--- src/fhm_pkg.sv ---
package fhm_pkg;

    // default sizing
    localparam int DEF_MAX_WAITERS    = 16;
    localparam int DEF_THREAD_ID_BITS = 8;

    localparam int REQ_W    = 2;
    localparam int STATUS_W = 3;

    // request codes
    typedef enum logic [REQ_W-1:0] {
        REQ_LOCK   = 2'd0,
        REQ_TRY    = 2'd1,
        REQ_UNLOCK = 2'd2
    } t_req;

    // result status codes
    typedef enum logic [STATUS_W-1:0] {
        ST_ACQUIRED   = 3'd0,
        ST_QUEUED     = 3'd1,
        ST_BUSY       = 3'd2,
        ST_FREED      = 3'd3,
        ST_HANDED     = 3'd4,
        ST_UNLOCK_ERR = 3'd5,
        ST_FULL       = 3'd6
    } t_status;

    // sequencer states
    typedef enum logic [1:0] {
        S_IDLE = 2'b01,
        S_EXEC = 2'b10
    } t_state;

endpackage

--- src/fhm_ram.sv ---
module fhm_ram #(
    parameter int WIDTH = 8,
    parameter int DEPTH = 16,
    localparam int AW = (DEPTH > 1) ? $clog2(DEPTH) : 1
) (
    input  logic             i_clk,
    input  logic             i_we,
    input  logic [AW-1:0]    i_waddr,
    input  logic [WIDTH-1:0] i_wdata,
    input  logic [AW-1:0]    i_raddr,
    output logic [WIDTH-1:0] o_rdata
);

    logic [WIDTH-1:0] r_mem [DEPTH];
    logic [WIDTH-1:0] r_rdata;

    always_ff @(posedge i_clk) begin
        if (i_we) begin
            r_mem[i_waddr] <= i_wdata;
        end
        r_rdata <= r_mem[i_raddr];
    end

    assign o_rdata = r_rdata;

endmodule

--- src/fifo_handoff_mutex.sv ---
// channel  | direction | handshake                  | payload
// ---------+-----------+----------------------------+------------------------------------
// request  | in        | start high while busy low  | i_req_type, i_thread_id
// result   | out       | o_done, one cycle, no stall| o_status, o_owner_valid, o_owner_id,
//          |           |                            | o_wake_valid, o_woken_id,
//          |           |                            | o_waiter_count
//
// each request is taken at the transfer edge, which also launches the read of
// the queue head in the waiter ram; the edge that ends the update cycle
// updates owner, queue pointers and the ram, and the result shows after it
// busy is high only during the update cycle, so a new request is taken while
// the previous result is on the output ports
// synchronous active-low reset frees the mutex and empties the queue; the
// waiter ram itself is never cleared, only written entries are read
// the receiver cannot stall, every result is shown for exactly one cycle
module fifo_handoff_mutex #(
    parameter int MAX_WAITERS    = fhm_pkg::DEF_MAX_WAITERS,
    parameter int THREAD_ID_BITS = fhm_pkg::DEF_THREAD_ID_BITS,
    localparam int CNT_W = $clog2(MAX_WAITERS + 1)
) (
    input  logic                         i_clk,
    input  logic                         i_rst_n,
    input  logic                         start,
    output logic                         busy,
    input  logic [fhm_pkg::REQ_W-1:0]    i_req_type,
    input  logic [THREAD_ID_BITS-1:0]    i_thread_id,
    output logic                         o_done,
    output logic [fhm_pkg::STATUS_W-1:0] o_status,
    output logic                         o_owner_valid,
    output logic [THREAD_ID_BITS-1:0]    o_owner_id,
    output logic                         o_wake_valid,
    output logic [THREAD_ID_BITS-1:0]    o_woken_id,
    output logic [CNT_W-1:0]             o_waiter_count
);
    import fhm_pkg::*;

    localparam int ADDR_W = (MAX_WAITERS > 1) ? $clog2(MAX_WAITERS) : 1;

    // sequencer
    t_state r_state, n_state;

    // captured request
    logic [REQ_W-1:0]          r_req;
    logic [THREAD_ID_BITS-1:0] r_tid;

    // mutex state
    logic                      r_held, n_held;
    logic [THREAD_ID_BITS-1:0] r_holder, n_holder;
    logic [ADDR_W-1:0]         r_head, n_head;
    logic [ADDR_W-1:0]         r_tail, n_tail;
    logic [CNT_W-1:0]          r_count, n_count;

    // result registers
    logic                      r_done;
    t_status                   r_status, n_status;
    logic                      r_owner_valid;
    logic [THREAD_ID_BITS-1:0] r_owner_id;
    logic                      r_wake_valid, n_wake;
    logic [THREAD_ID_BITS-1:0] r_woken_id, n_woken;

    // waiter ram
    logic                      ram_we;
    logic [THREAD_ID_BITS-1:0] ram_rdata;

    logic accept;
    logic [ADDR_W-1:0] head_inc, tail_inc;

    assign busy   = (r_state == S_EXEC);
    assign accept = start && !busy;

    // pointers wrap at the queue depth
    assign head_inc = (r_head == ADDR_W'(MAX_WAITERS - 1)) ? '0 : r_head + 1'b1;
    assign tail_inc = (r_tail == ADDR_W'(MAX_WAITERS - 1)) ? '0 : r_tail + 1'b1;

    // head entry is read every cycle; it is valid in the update cycle since
    // nothing writes the ram between the transfer edge and that read
    fhm_ram #(
        .WIDTH (THREAD_ID_BITS),
        .DEPTH (MAX_WAITERS)
    ) u_ram (
        .i_clk   (i_clk),
        .i_we    (ram_we),
        .i_waddr (r_tail),
        .i_wdata (r_tid),
        .i_raddr (r_head),
        .o_rdata (ram_rdata)
    );

    always_comb begin
        n_state = r_state;
        unique case (r_state)
            S_IDLE: begin
                if (accept) begin
                    n_state = S_EXEC;
                end
            end
            S_EXEC: begin
                n_state = S_IDLE;
            end
            default: begin
                n_state = S_IDLE;
            end
        endcase
    end

    // request decode and queue update
    always_comb begin
        n_held   = r_held;
        n_holder = r_holder;
        n_head   = r_head;
        n_tail   = r_tail;
        n_count  = r_count;
        n_status = ST_BUSY;
        n_wake   = 1'b0;
        n_woken  = '0;
        ram_we   = 1'b0;
        if (r_state == S_EXEC) begin
            unique case (r_req)
                REQ_LOCK: begin
                    if (!r_held) begin
                        n_held   = 1'b1;
                        n_holder = r_tid;
                        n_status = ST_ACQUIRED;
                    end else if (r_count == CNT_W'(MAX_WAITERS)) begin
                        n_status = ST_FULL;
                    end else begin
                        // append the requester as a blocked waiter
                        ram_we   = 1'b1;
                        n_tail   = tail_inc;
                        n_count  = r_count + 1'b1;
                        n_status = ST_QUEUED;
                    end
                end
                REQ_TRY: begin
                    if (!r_held) begin
                        n_held   = 1'b1;
                        n_holder = r_tid;
                        n_status = ST_ACQUIRED;
                    end
                end
                REQ_UNLOCK: begin
                    if (!r_held) begin
                        n_status = ST_UNLOCK_ERR;
                    end else if (r_count != '0) begin
                        // hand ownership straight to the oldest waiter
                        n_woken  = ram_rdata;
                        n_holder = ram_rdata;
                        n_wake   = 1'b1;
                        n_head   = head_inc;
                        n_count  = r_count - 1'b1;
                        n_status = ST_HANDED;
                    end else begin
                        n_held   = 1'b0;
                        n_holder = '0;
                        n_status = ST_FREED;
                    end
                end
                default: begin
                    // undefined request code, reported busy and ignored
                    n_status = ST_BUSY;
                end
            endcase
        end
    end

    always_ff @(posedge i_clk) begin
        if (!i_rst_n) begin
            r_state  <= S_IDLE;
            r_held   <= 1'b0;
            r_holder <= '0;
            r_head   <= '0;
            r_tail   <= '0;
            r_count  <= '0;
            r_done   <= 1'b0;
        end else begin
            r_state  <= n_state;
            r_held   <= n_held;
            r_holder <= n_holder;
            r_head   <= n_head;
            r_tail   <= n_tail;
            r_count  <= n_count;
            r_done   <= (r_state == S_EXEC);
        end
    end

    // payload registers
    always_ff @(posedge i_clk) begin
        if (accept) begin
            r_req <= i_req_type;
            r_tid <= i_thread_id;
        end
        if (r_state == S_EXEC) begin
            r_status      <= n_status;
            r_owner_valid <= n_held;
            r_owner_id    <= n_held ? n_holder : '0;
            r_wake_valid  <= n_wake;
            r_woken_id    <= n_woken;
        end
    end

    assign o_done         = r_done;
    assign o_status       = r_status;
    assign o_owner_valid  = r_owner_valid;
    assign o_owner_id     = r_owner_id;
    assign o_wake_valid   = r_wake_valid;
    assign o_woken_id     = r_woken_id;
    assign o_waiter_count = r_count;

endmodule

--- config.mk ---
export PLATFORM = sky130hd
export DESIGN_NAME = fifo_handoff_mutex
export DESIGN_NICKNAME = d
export VERILOG_FILES = /design/src/fhm_pkg.sv /design/src/fhm_ram.sv /design/src/fifo_handoff_mutex.sv
export SDC_FILE = /design/constraint.sdc
export NUM_CORES = 1
export LEC_CHECK = 0
export ABC_AREA = 1
export BUFFER_PORTS_ARGS = -buffer_cell sky130_fd_sc_hd__buf_2
export CAP_MARGIN = 20
export CORE_ASPECT_RATIO = 1.4
export CORE_MARGIN = 2
export CORE_UTILIZATION = 40
export DETAILED_ROUTE_END_ITERATION = 7
export PLACE_DENSITY_LB_ADDON = 0.3
export SYNTH_ARGS = -nofsm -noshare
export SYNTH_HDL_FRONTEND = slang
export SYNTH_SLANG_ARGS = --single-unit
--- constraint.sdc ---
create_clock -name i_clk -period 3 [get_ports i_clk]
set_clock_uncertainty 0.2 [all_clocks]
set_input_delay 0.45 -clock i_clk [delete_from_list [all_inputs] [get_ports i_clk]]
set_output_delay 0.45 -clock i_clk [all_outputs]
set_load 0.01 [all_outputs]
## After elaboration in Yosys (flattened, before gate mapping)

Memory sizes are Yosys's and may differ from the RTL's. A register that Yosys moved wholly into a read port is not among the register bits.
Index checks and enable logic that the tools add are counted.

- Bits in registers: 56
- RAM bits: 128
- Input port bits: 13
- Memories: 1

- $add $sub $neg: 4
- Equality and inequality tests: 11
- Mux-type cells: 28
- Bitwise gates (word level): 1
- Reduce and logical (&&, ||, !) cells: 11

Memories:

| memory | depth | bits a word | rd ports | clocked after Yosys merged registers in | wr ports | line | source |
|---|---|---|---|---|---|---|---|
| u_ram.r_mem | 16 | 8 | 1 | 1 | 1 | fhm_ram.sv:14 | `logic [WIDTH-1:0] r_mem [DEPTH];` |

Operators by type and width:

| cell | count |
|---|---|
| $mux W8 | 4 |
| $mux W5 | 4 |
| $pmux W8 S2 | 1 |
| $mux W3 | 4 |
| $pmux W5 S2 | 1 |
| $mux W1 | 9 |
| $pmux W3 S3 | 1 |
| $add A4 B1 Y4 const B | 2 |
| $eq A4 B4 Y1 const B | 2 |
| $mux W4 | 2 |
| $ne A2 B2 Y1 const B | 4 |
| $reduce_and A4 Y1 | 2 |
| $reduce_and A6 Y1 | 1 |
| $add A5 B1 Y5 const B | 1 |
| $eq A5 B5 Y1 const B | 1 |
| $reduce_bool A5 Y1 | 1 |
| $sub A5 B1 Y5 const B | 1 |
| $eq A2 B1 Y1 const B | 2 |
| $eq A2 B2 Y1 const B | 2 |
| $reduce_and A2 Y1 | 2 |
| $logic_not A2 Y1 | 1 |
| $mux W2 | 1 |
| $pmux W1 S2 | 1 |
| $reduce_bool A2 Y1 | 1 |
| 4 further kinds | 4 |

## Logic depth before layout (Yosys ltp)

Gate-level depths: netlist of run 1.

- Word-level depth: 7
- Mapped depth: 11
- Gate-level depth less buffers: 11

## By module

From an unflattened synthesis of run 1, not the netlist that was laid out.

- Cell total of the unflattened synthesis: 809
- Area total of the unflattened synthesis: 8262.9 um^2

By module, submodules not included:

| module | times used | cells each | area an instance (um^2) | seq. area each (um^2) |
|---|---|---|---|---|
| fhm_ram | 1 | 551 | 5766.8 | 4003.8 |
| fifo_handoff_mutex | 1 | 258 | 2496.1 | 1431.4 |

## Worst setup path before layout of run 1

Ideal clock, no wire load.

- Path kind: reg-to-reg
- From: register r_state[0]
- To: memory u_ram.r_mem[4][0] (enable)
- Arrival: 1.507 ns
- Data required time: 2.430 ns
- Setup slack: 0.923 ns
- Cell stages (with the launch flop): 8
- Buffers on the path: 0
- Clock period less this slack: 2.077 ns
- Cell sequence: dfxtp_1 -> inv_1 -> nand2_4 -> clkinv_2 -> nand3_2 -> inv_2 -> nand2_1 -> nor2_1

- Longest elaborated chain between the ends: 4

RTL lines:

| what | line | source |
|---|---|---|
| from (decl) | fifo_handoff_mutex.sv:40 | `t_state r_state, n_state;` |
| from (signal assigned) | fifo_handoff_mutex.sv:176 | `r_state <= n_state;` |
| $eq A2 B2 Y1 | -- |  |
| net busy | fifo_handoff_mutex.sv:24 | `output logic busy,` |
| $mux W1 | fifo_handoff_mutex.sv:117 | `if (r_state == S_EXEC) begin` |
| $mux W1 | fhm_ram.sv:18 | `if (i_we) begin` |
| $mux W1 (not written as such) | fhm_ram.sv:19 | `r_mem[i_waddr] <= i_wdata;` |
| to (decl) | fhm_ram.sv:14 |  |

The timed path passes the listed nets, and every way through them passes these cells.

## Worst setup path after layout of run 1

- From: register r_held
- To: memory u_ram.r_mem[1][6] (enable)

- Longest elaborated chain between the ends: 5

RTL lines:

| what | line | source |
|---|---|---|
| from (decl) | fifo_handoff_mutex.sv:47 | `logic r_held, n_held;` |
| from (signal assigned) | fifo_handoff_mutex.sv:177 | `r_held <= n_held;` |
| $mux W1 | fifo_handoff_mutex.sv:120 | `if (!r_held) begin` |
| $mux W1 | fifo_handoff_mutex.sv:118 | `unique case (r_req)` |
| $mux W1 | fifo_handoff_mutex.sv:117 |  |
| $mux W1 | fhm_ram.sv:18 |  |
| $mux W1 (not written as such) | fhm_ram.sv:19 |  |

Every way passes these cells.

==> flow_summary_export.csv, run 1 <==
group,metric,value,unit
outcome,status,"finished clean",
route,drtPass1Iterations,5,
worst_setup_path,crit_path_end_kind,"flip-flop",
global_routing,grt_pass1_vias,5040,
yosys,syn_area,7790,sq um
pwr,peakVddDrop,396,uV
sta,finalHoldViolCount,0,
global_routing,grt_start_max_net_pins,68,
finish,fin_cells,977,
placement,dp_cells,935,
clock_tree,cts_inserted_buffers,17,
clock_tree,cts_sinks,192,
finish,fin_util,46.8,%
run,cap_viol_max_count,0,
yosys,synth_edf_count,159,
yosys,ys_ff_latch,192,
finish,seqCellArea,5440,sq um
yosys,synth_top_area_share,61.3,%
die,io_pins,41,
route,wl_per_cell,17.7,microns
yosys,yosys-top-cells-area,"edfxtp_1, dfxtp_1, nor2_1, o21ai_0, nand2_1",
yosys,syn-num-nets,679,
sta,finalSetupViolCount,0,
sta,period_needed,2560,ps
global_routing,antenna_found_initial,0,
die,rows,60,
finish,multi_input_area,2050,sq um
yosys,synth.avg_cell_area,11.9,sq um
yosys,ys_async_sr_fraction,0,%
route,dr.first_iter.drc_count,581,
sta,worstMarginPinSlew,664,ps
finish,fin_nets,738,
yosys,yosys.area.top_type,"edfxtp_1",
route,vias,5120,
worst_setup_path,critPathMaxFanout,8,
sta,fin_tns_setup,0,ps
worst_setup_path,crit_type,"reg -> reg",
yosys,ys_seq_area_share,69.8,%
yosys,yosysWarningCount,0,
finish,synthToLayoutAreaGrowth,15.2,%
yosys,syn_inst,657,
placement,gp_congestion,0.890,
clock_tree,cts_resized,0,
pwr,p_leak,3.31,nW
sta,setup_ws,438,ps
clock_tree,post_cts_buffers,0,
sta,max_freq,0.390,GHz
route,via_per_inst,5.24,
hold_path,hp-class,"in -> reg",
finish,drive_gt1_share,16.3,%
finish,fillers,1718,
clock_tree,insertion_delay,430,ps
placement,io_buffers,40,
global_routing,grt_pass1_wl,27200,microns
sta,slew_headroom,55.6,%
pwr,powerDensity,583,nW/um^2
worst_setup_path,crit_path_top_delay_cell,"dfxtp_1",
die,fp.coreArea,19100,sq um
yosys,yosysMostFrequentCell,"edfxtp_1",
route,drc,0,
clock_tree,cts_max_path_buffers,2,
route,drt-total-wl,17300,microns
clock_tree,clkTransAtPathRegs,70,ps
sta,rsz0062_at_grt,"false",
worst_setup_path,crit_buf_inv,1,
yosys,synth_ff_type,"edfxtp_1",
die,die-area,20600,sq um
worst_setup_path,crit_chain,"nand2_2 -> nor2_2 -> nand3_2 -> inv_2 -> nand2_1 -> nor2_1",
clock_tree,cts_tree,"built",
sta,fin_hold_ws,80.8,ps
placement,dp_hpwl,11900,microns
route,postRouteAntennaNets,0,
worst_setup_path,crit_path_start_kind,"flip-flop",
placement,pre_cts_slack,439,ps
sta,fin_crit_sh,85.4,%
sta,drv_slew,0,
die,start_util,40.7,%
die,die_y,169,microns
yosys,synth_cell_types,37,
worst_setup_path,crit_required,2860,ps
clock_tree,cts.htree.levels,4,
die,die_width,122,microns
worst_setup_path,max_stage_delay,600,ps
finish,num_antenna_cells,0,
worst_setup_path,crit_family,"simple AND/OR/NAND/NOR gates",
worst_setup_path,worstPathArrival,2420,ps
global_routing,grt_usage,17.7,%
yosys,synth_common_cells,"edfxtp_1, nor2_1, nand2_1",
clock_tree,cts_root_buf,"clkbuf_16",
global_routing,overflow,0,
## cells in the final DEF, fill, tap and decap left out, drive strengths merged, types with 18 or more instances in the layout
cell type / netlist / routed
edfxtp: 159 / 159
nor2: 119 / 119
nand2: 83 / 83
o21ai: 67 / 67
buf: 17 / 59
nand3: 50 / 50
inv: 33 / 40
dfxtp: 33 / 33
a21oi: 26 / 26
clkbuf: 12 / 18
## power breakdown
group	switching, W	internal (W)	leakage [nW]	total, W
clock	0.00101	0.00118	0.277	0.00219
sequential	0.00000938	0.00289	1.73	0.00290
combinational	0.0000936	0.0000427	1.30	0.000136
total	0.00111	0.00411	3.31	0.00522
## what timing repair did
item,4_1_cts,5_1_grt
hold buffers,10,0
setup endpoints to repair,0,0
hold endpoints to repair,10,0
## kinds of logic (layout without fill, tap and decap cells)
group / Yosys count / after routing / share of synthesized area (%)
xor gates and xnor gates: 4 / 4 / 0.450
buffers and inverters: 65 / 137 / 3.90
DFF: 192 / 192 / 69.8
AOI/OAI and AO/OA: 132 / 132 / 10.0
adders and majority gates: 9 / 9 / 1.54
and+or+nand+nor: 255 / 255 / 14.3
## worst min-delay path, delay by kind of cell
| family | cells | cell delay, ps |
|---|---|---|
| buffers and inverters | 2 | 160 |
| AND/OR/NAND/NOR | 1 | 50 |
## per-layer routing
metal  part of all wire, %  wire length [microns]  GRT usage (%)  vias up
li1                      -                      -              -     2444
met1                    41                   7170           21.5     2457
met2                    52                   8970           30.6      185
met3                   4.5                    775           3.47       34
met4                   2.4                    420           6.95        0
met5                     0                      0              0        -
## registers in the layout (all words and copies together), names as in the netlist, 2 cells and up
register,count
o_status,3
r_state,2
r_holder,8
r_head,4
u_ram.o_rdata,8
r_tid,8
r_req,2
u_ram.r_mem,128
o_owner_id,8
o_woken_id,8
r_tail,4
o_waiter_count,5
## path summary, 6_finish.rpt
| kind | from | to | depth (start not counted) | slack [ps] |
|---|---|---|---|---|
| setup reg to reg | r_held | u_ram.r_mem[1][6] | 6 | 440 |
| hold reg to reg | r_holder[6] | r_holder[6] | 2 | 270 |
| setup / recovery | r_held | u_ram.r_mem[1][6] | 6 | 440 |
| hold / removal | start | r_state[1] | 3 | 80 |
## cell type report
class / instances / area share [%]
Sequential cell: 192 / 60.6
Multi-Input combinational cell: 400 / 22.8
Timing Repair Buffer: 69 / 5.08
Clock buffer: 18 / 4.79
Tap cell: 248 / 3.46
Clock inverter: 14 / 1.66
Inverter: 36 / 1.58
## stage by stage
| step | total power [W] | cell area (sq um) |
|---|---|---|
| 4_1_cts | 0.00527 | 8970 |
| 5_1_grt | 0.00539 | 8970 |
| 6_report | 0.00522 | 8970 |
| 2_1_floorplan | 0.00303 | 7790 |
| 3_3_place_gp | 0.00309 | 8290 |
| 3_5_place_dp | 0.00309 | 8290 |
Note: power is estimated with default switching activity, not from simulation.
==> inputs of run 2 (changes only) <==
--- a/config.mk
+++ b/config.mk
@@ -6,7 +6,7 @@
 export NUM_CORES = 1
 export LEC_CHECK = 0
 export ABC_AREA = 1
-export BUFFER_PORTS_ARGS = -buffer_cell sky130_fd_sc_hd__buf_2
+export BUFFER_PORTS_ARGS = -buffer_cell sky130_fd_sc_hd__buf_4
 export CAP_MARGIN = 20
 export CORE_ASPECT_RATIO = 1.4
 export CORE_MARGIN = 2
==> flow_summary_export.csv, run 2 (same netlist as run 1, synthesis figures left out) <==
group,metric,value,unit
clock_tree,cts_max_path_buffers,2,
sta,rsz0062_at_grt,"false",
route,drt-total-wl,17600,microns
pwr,p_leak,3.29,nW
finish,fin_util,47.0,%
global_routing,antenna_found_initial,0,
worst_setup_path,crit_buf_inv,2,
route,wl_per_cell,18.1,microns
global_routing,grt_pass1_vias,5012,
clock_tree,cts_root_buf,"clkbuf_16",
route,drtPass1Iterations,5,
worst_setup_path,worstSetupPathDepth,7,
clock_tree,cts_resized,0,
die,rows,60,
finish,largest_reg_flops,128,
global_routing,grt_pass1_wl,27300,microns
global_routing,use_met1,20.8,%
route,drc,0,
sta,fin_tns_setup,0,ps
die,fp.coreArea,19100,sq um
worst_setup_path,crit_chain,"inv_2 -> nand2_2 -> nor2_2 -> nand3_2 -> inv_2 -> nand2_1 -> nor2_1",
sta,fin_crit_sh,90.9,%
placement,gp_congestion,0.906,
global_routing,grt_util_met2,31.7,%
global_routing,overflow,0,
worst_setup_path,crit_family,"simple AND/OR/NAND/NOR gates",
clock_tree,insertion_delay,420,ps
worst_setup_path,crit_path_end_kind,"flip-flop",
worst_setup_path,critPathMaxFanout,11,
die,die-area,20600,sq um
worst_setup_path,cp_common_cell,"inv_2",
clock_tree,postCtsHoldBufs,10,
sta,drv_slew,0,
worst_setup_path,worst_r2r_path_depth,7,
die,die_y,169,microns
worst_setup_path,max_stage_delay,580,ps
finish,layout_commonest_cell,"edfxtp_1",
global_routing,grt.busiest_layer,"met2",
finish,regMostFlops,"u_ram.r_mem",
sta,slew_headroom,51.8,%
finish,drive_gt1_share,15.6,%
hold_path,hp-class,"in -> reg",
finish,final_cell_mix,"edfxtp_1, nor2_1, nand2_1",
clock_tree,cts.htree.levels,4,
finish,num_antenna_cells,0,
placement,io_buffers,40,
placement,pre_cts_slack,254,ps
sta,worstMarginPinSlew,720,ps
die,io_pins,41,
hold_path,worstHoldStart,"start",
route,vias,5069,
global_routing,grt_usage,17.9,%
finish,fin_nets,735,
sta,period_needed,2730,ps
sta,fin_hold_ws,86.8,ps
global_routing,grt_start_max_net_pins,68,
finish,synthToLayoutAreaGrowth,15.6,%
worst_setup_path,crit_required,2860,ps
route,postRouteAntennaNets,0,
clock_tree,cts_inserted_buffers,17,
pwr,peakVddDrop,364,uV
run,cap_viol_max_count,0,
die,die_width,122,microns
global_routing,use_met3,3.27,%
clock_tree,post_cts_buffers,0,
worst_setup_path,crit_path_top_delay_cell,"nor2_1",
worst_setup_path,rr_startpoint,"r_req[1]",
clock_tree,cts_sinks,192,
clock_tree,cts_tree,"built",
die,start_util,40.7,%
worst_setup_path,worstPathArrival,2590,ps
route,via_per_inst,5.21,
pwr,fin_total_pwr,0.00515,W
worst_setup_path,crit_start,"r_req[1]",
placement,dp_hpwl,12100,microns
sta,setup_ws,273,ps
clock_tree,clkTransAtPathRegs,70,ps
worst_setup_path,crit_type,"reg -> reg",
sta,max_freq,0.367,GHz
route,dr.first_iter.drc_count,392,
sta,finalSetupViolCount,0,
worst_setup_path,crit_path_start_kind,"flip-flop",
hold_path,hold_depth,3,
pwr,powerDensity,572,nW/um^2
sta,finalHoldViolCount,0,
outcome,status,"finished clean",
## run 2: area by class of cell
cell class	count	area (sq um)
timing repair buffer	66	520
inverter	36	141
fill	1716	10100
multi-input combinational	400	2050
sequential	192	5440
tap	248	310
clock buffer	20	437
clock inverter	11	110
## run 2: worst register-to-register path, cell delays in order (launching register included)
cell      delay [ps]
edfxtp_1         570
inv_2            240
nand2_2          120
nor2_2           150
nand3_2          150
inv_2            150
nand2_1          220
nor2_1           580
## run 2: final timing paths
path                                          end  slack, ps
worst min register to register        r_holder[2]        270
worst min-delay path                   r_state[1]         90
worst max-delay path            u_ram.r_mem[8][1]        270
worst max register to register  u_ram.r_mem[8][1]        270
## run 2: report_power, final
part / switching (W) / internal (W) / total [W]
combinational: 0.0000891 / 0.0000474 / 0.000137
clock: 0.000956 / 0.00115 / 0.00210
sequential: 0.0000136 / 0.00289 / 0.00291
## run 2: metal layers
metal / up-vias / wire length (microns) / part of all wire, %
li1: 2430 / - / -
met3: 29 / 768 / 4.4
met5: - / 0 / 0
met4: 0 / 622 / 3.5
met1: 2457 / 6980 / 40
met2: 153 / 9200 / 52
## run 2: through the flow
step                      area, sq um  instances
final                            9000        973
after CTS                        9000        973
after global routing             9000        973
after floorplan                  7790        657
after global placement           8360        932
after detailed placement         8360        932
==> inputs of run 3 (changes only) <==
--- a/config.mk
+++ b/config.mk
@@ -10,7 +10,7 @@
 export CAP_MARGIN = 20
 export CORE_ASPECT_RATIO = 1.4
 export CORE_MARGIN = 2
-export CORE_UTILIZATION = 40
+export CORE_UTILIZATION = 60
 export DETAILED_ROUTE_END_ITERATION = 7
 export PLACE_DENSITY_LB_ADDON = 0.3
 export SYNTH_ARGS = -nofsm -noshare
==> flow_summary_export.csv, run 3 (same netlist as run 1, synthesis figures left out) <==
group,metric,value,unit
die,fp.coreArea,12800,sq um
route,dr.first_iter.drc_count,458,
sta,fin_tns_setup,0,ps
finish,final_cell_mix,"edfxtp_1, nor2_1, nand2_1",
finish,final_area,8910,sq um
clock_tree,cts_inserted_buffers,17,
global_routing,grt_pass1_vias,5066,
pwr,seqPwrFrac,55.4,%
global_routing,grt_pass1_wl,26300,microns
finish,synthToLayoutAreaGrowth,14.4,%
sta,finalHoldViolCount,0,
clock_tree,cts_tree,"built",
hold_path,hp-class,"in -> reg",
sta,fin_crit_sh,86.7,%
die,die_width,100,microns
die,start_util,61.1,%
pwr,p_leak,3.29,nW
global_routing,antenna_found_initial,0,
die,die-area,13900,sq um
route,wl_per_cell,19.5,microns
clock_tree,postCtsHoldBufs,10,
finish,largest_reg_flops,128,
finish,fin_nets,733,
clock_tree,insertion_delay,430,ps
clock_tree,clkTransAtPathRegs,70,ps
clock_tree,cts.htree.levels,4,
worst_setup_path,crit_path_start_kind,"flip-flop",
sta,max_freq,0.384,GHz
sta,finalSetupViolCount,0,
pwr,peakVddDrop,505,uV
pwr,switching_share,20.5,%
worst_setup_path,critPathMaxFanout,8,
clock_tree,post_cts_buffers,0,
placement,dp_hpwl,11500,microns
sta,rsz0062_at_grt,"false",
run,cap_viol_max_count,0,
finish,layout_commonest_cell,"edfxtp_1",
pwr,pwr-share-clk,42.1,%
sta,period_needed,2600,ps
placement,gp_congestion,1.01,
worst_setup_path,crit_type,"reg -> reg",
sta,drv_slew,0,
sta,slew_headroom,47.0,%
global_routing,grt_usage,25.6,%
finish,regMostFlops,"u_ram.r_mem",
worst_setup_path,crit_required,2860,ps
worst_setup_path,crit_path_end_kind,"flip-flop",
die,io_pins,41,
sta,worstMarginPinSlew,795,ps
placement,io_buffers,40,
route,vias,5203,
placement,dp_cells,835,
pwr,power_frac_comb,2.5,%
route,via_per_inst,5.93,
finish,fin_cells,877,
finish,num_antenna_cells,0,
route,postRouteAntennaNets,0,
die,rows,49,
route,drc,0,
clock_tree,cts_max_path_buffers,2,
placement,place_area,8220,sq um
route,drtPass1Iterations,7,
clock_tree,cts_root_buf,"clkbuf_16",
global_routing,overflow,0,
worst_setup_path,worstPathArrival,2460,ps
pwr,switchingPower,0.00108,W
die,die_y,139,microns
route,drt-total-wl,17100,microns
pwr,powerDensity,591,nW/um^2
global_routing,grt_start_max_net_pins,66,
finish,drive_gt1_share,15.7,%
outcome,status,"finished clean",
clock_tree,cts_resized,0,
clock_tree,cts_sinks,192,
pwr,power.internal,0.00419,W
-- run 3: cell count changes in the layout (fill, tap and decap cells not counted) --
cell	delta
bufinv_16	+1
clkinv_2	+1
clkinv_1	-1
buf_4	-2
clkinvlp_4	+2
inv_8	+2
inv_6	+1
clkbuf_1	-1
clkinv_4	-4
-- run 3: worst max-delay path, stage by stage, from the launching register on --
cell and delay (ps):
dfxtp_1 610, nand2_2 170, nor2_2 150, nand3_2 150
inv_2 160, nand2_1 230, nor2_1 570
-- run 3: cell type report --
cell class,count,area [sq um]
clock buffer,19,433
clock inverter,13,153
fill,884,3840
inverter,36,141
multi-input combinational,400,2050
sequential,192,5440
tap,153,191
timing repair buffer,64,505
-- run 3: metal layers --
layer	vias up	part of all wire, %	global-route usage [%]
li1	2430	-	-
met1	2482	38	31.3
met2	241	51	42.9
met3	50	6.2	4.69
met4	0	4.5	13.4
met5	-	0	0
-- run 3: per-stage QoR --
step           power [W]  utilization [%]  setup WS, ps  hold WS, ps
2_1_floorplan    0.00303                -           923          248
3_5_place_dp     0.00309             64.5           447          262
5_1_grt          0.00540             69.8           267          105
3_3_place_gp     0.00309             64.5           611          257
4_1_cts          0.00529             69.8           442         85.2
6_report         0.00526             69.8           398         90.3
-- run 3: worst paths after layout --
kind	cells past startpoint	slack [ps]	startpoint	to
setup reg to reg	6	400	r_held	u_ram.r_mem[1][3]
hold / removal	3	90	start	r_state[1]
setup / recovery	6	400	r_held	u_ram.r_mem[1][3]
hold reg to reg	2	270	r_holder[5]	r_holder[5]
-- run 3: power by group through the flow --
stage	registers (W)	clock network (W)	logic [W]
floorplan	0.00297	0	0.0000560
finish	0.00291	0.00222	0.000131
detailed placement	0.00297	0	0.000121
global route	0.00291	0.00235	0.000142
global placement	0.00297	0	0.000119
CTS	0.00291	0.00225	0.000132
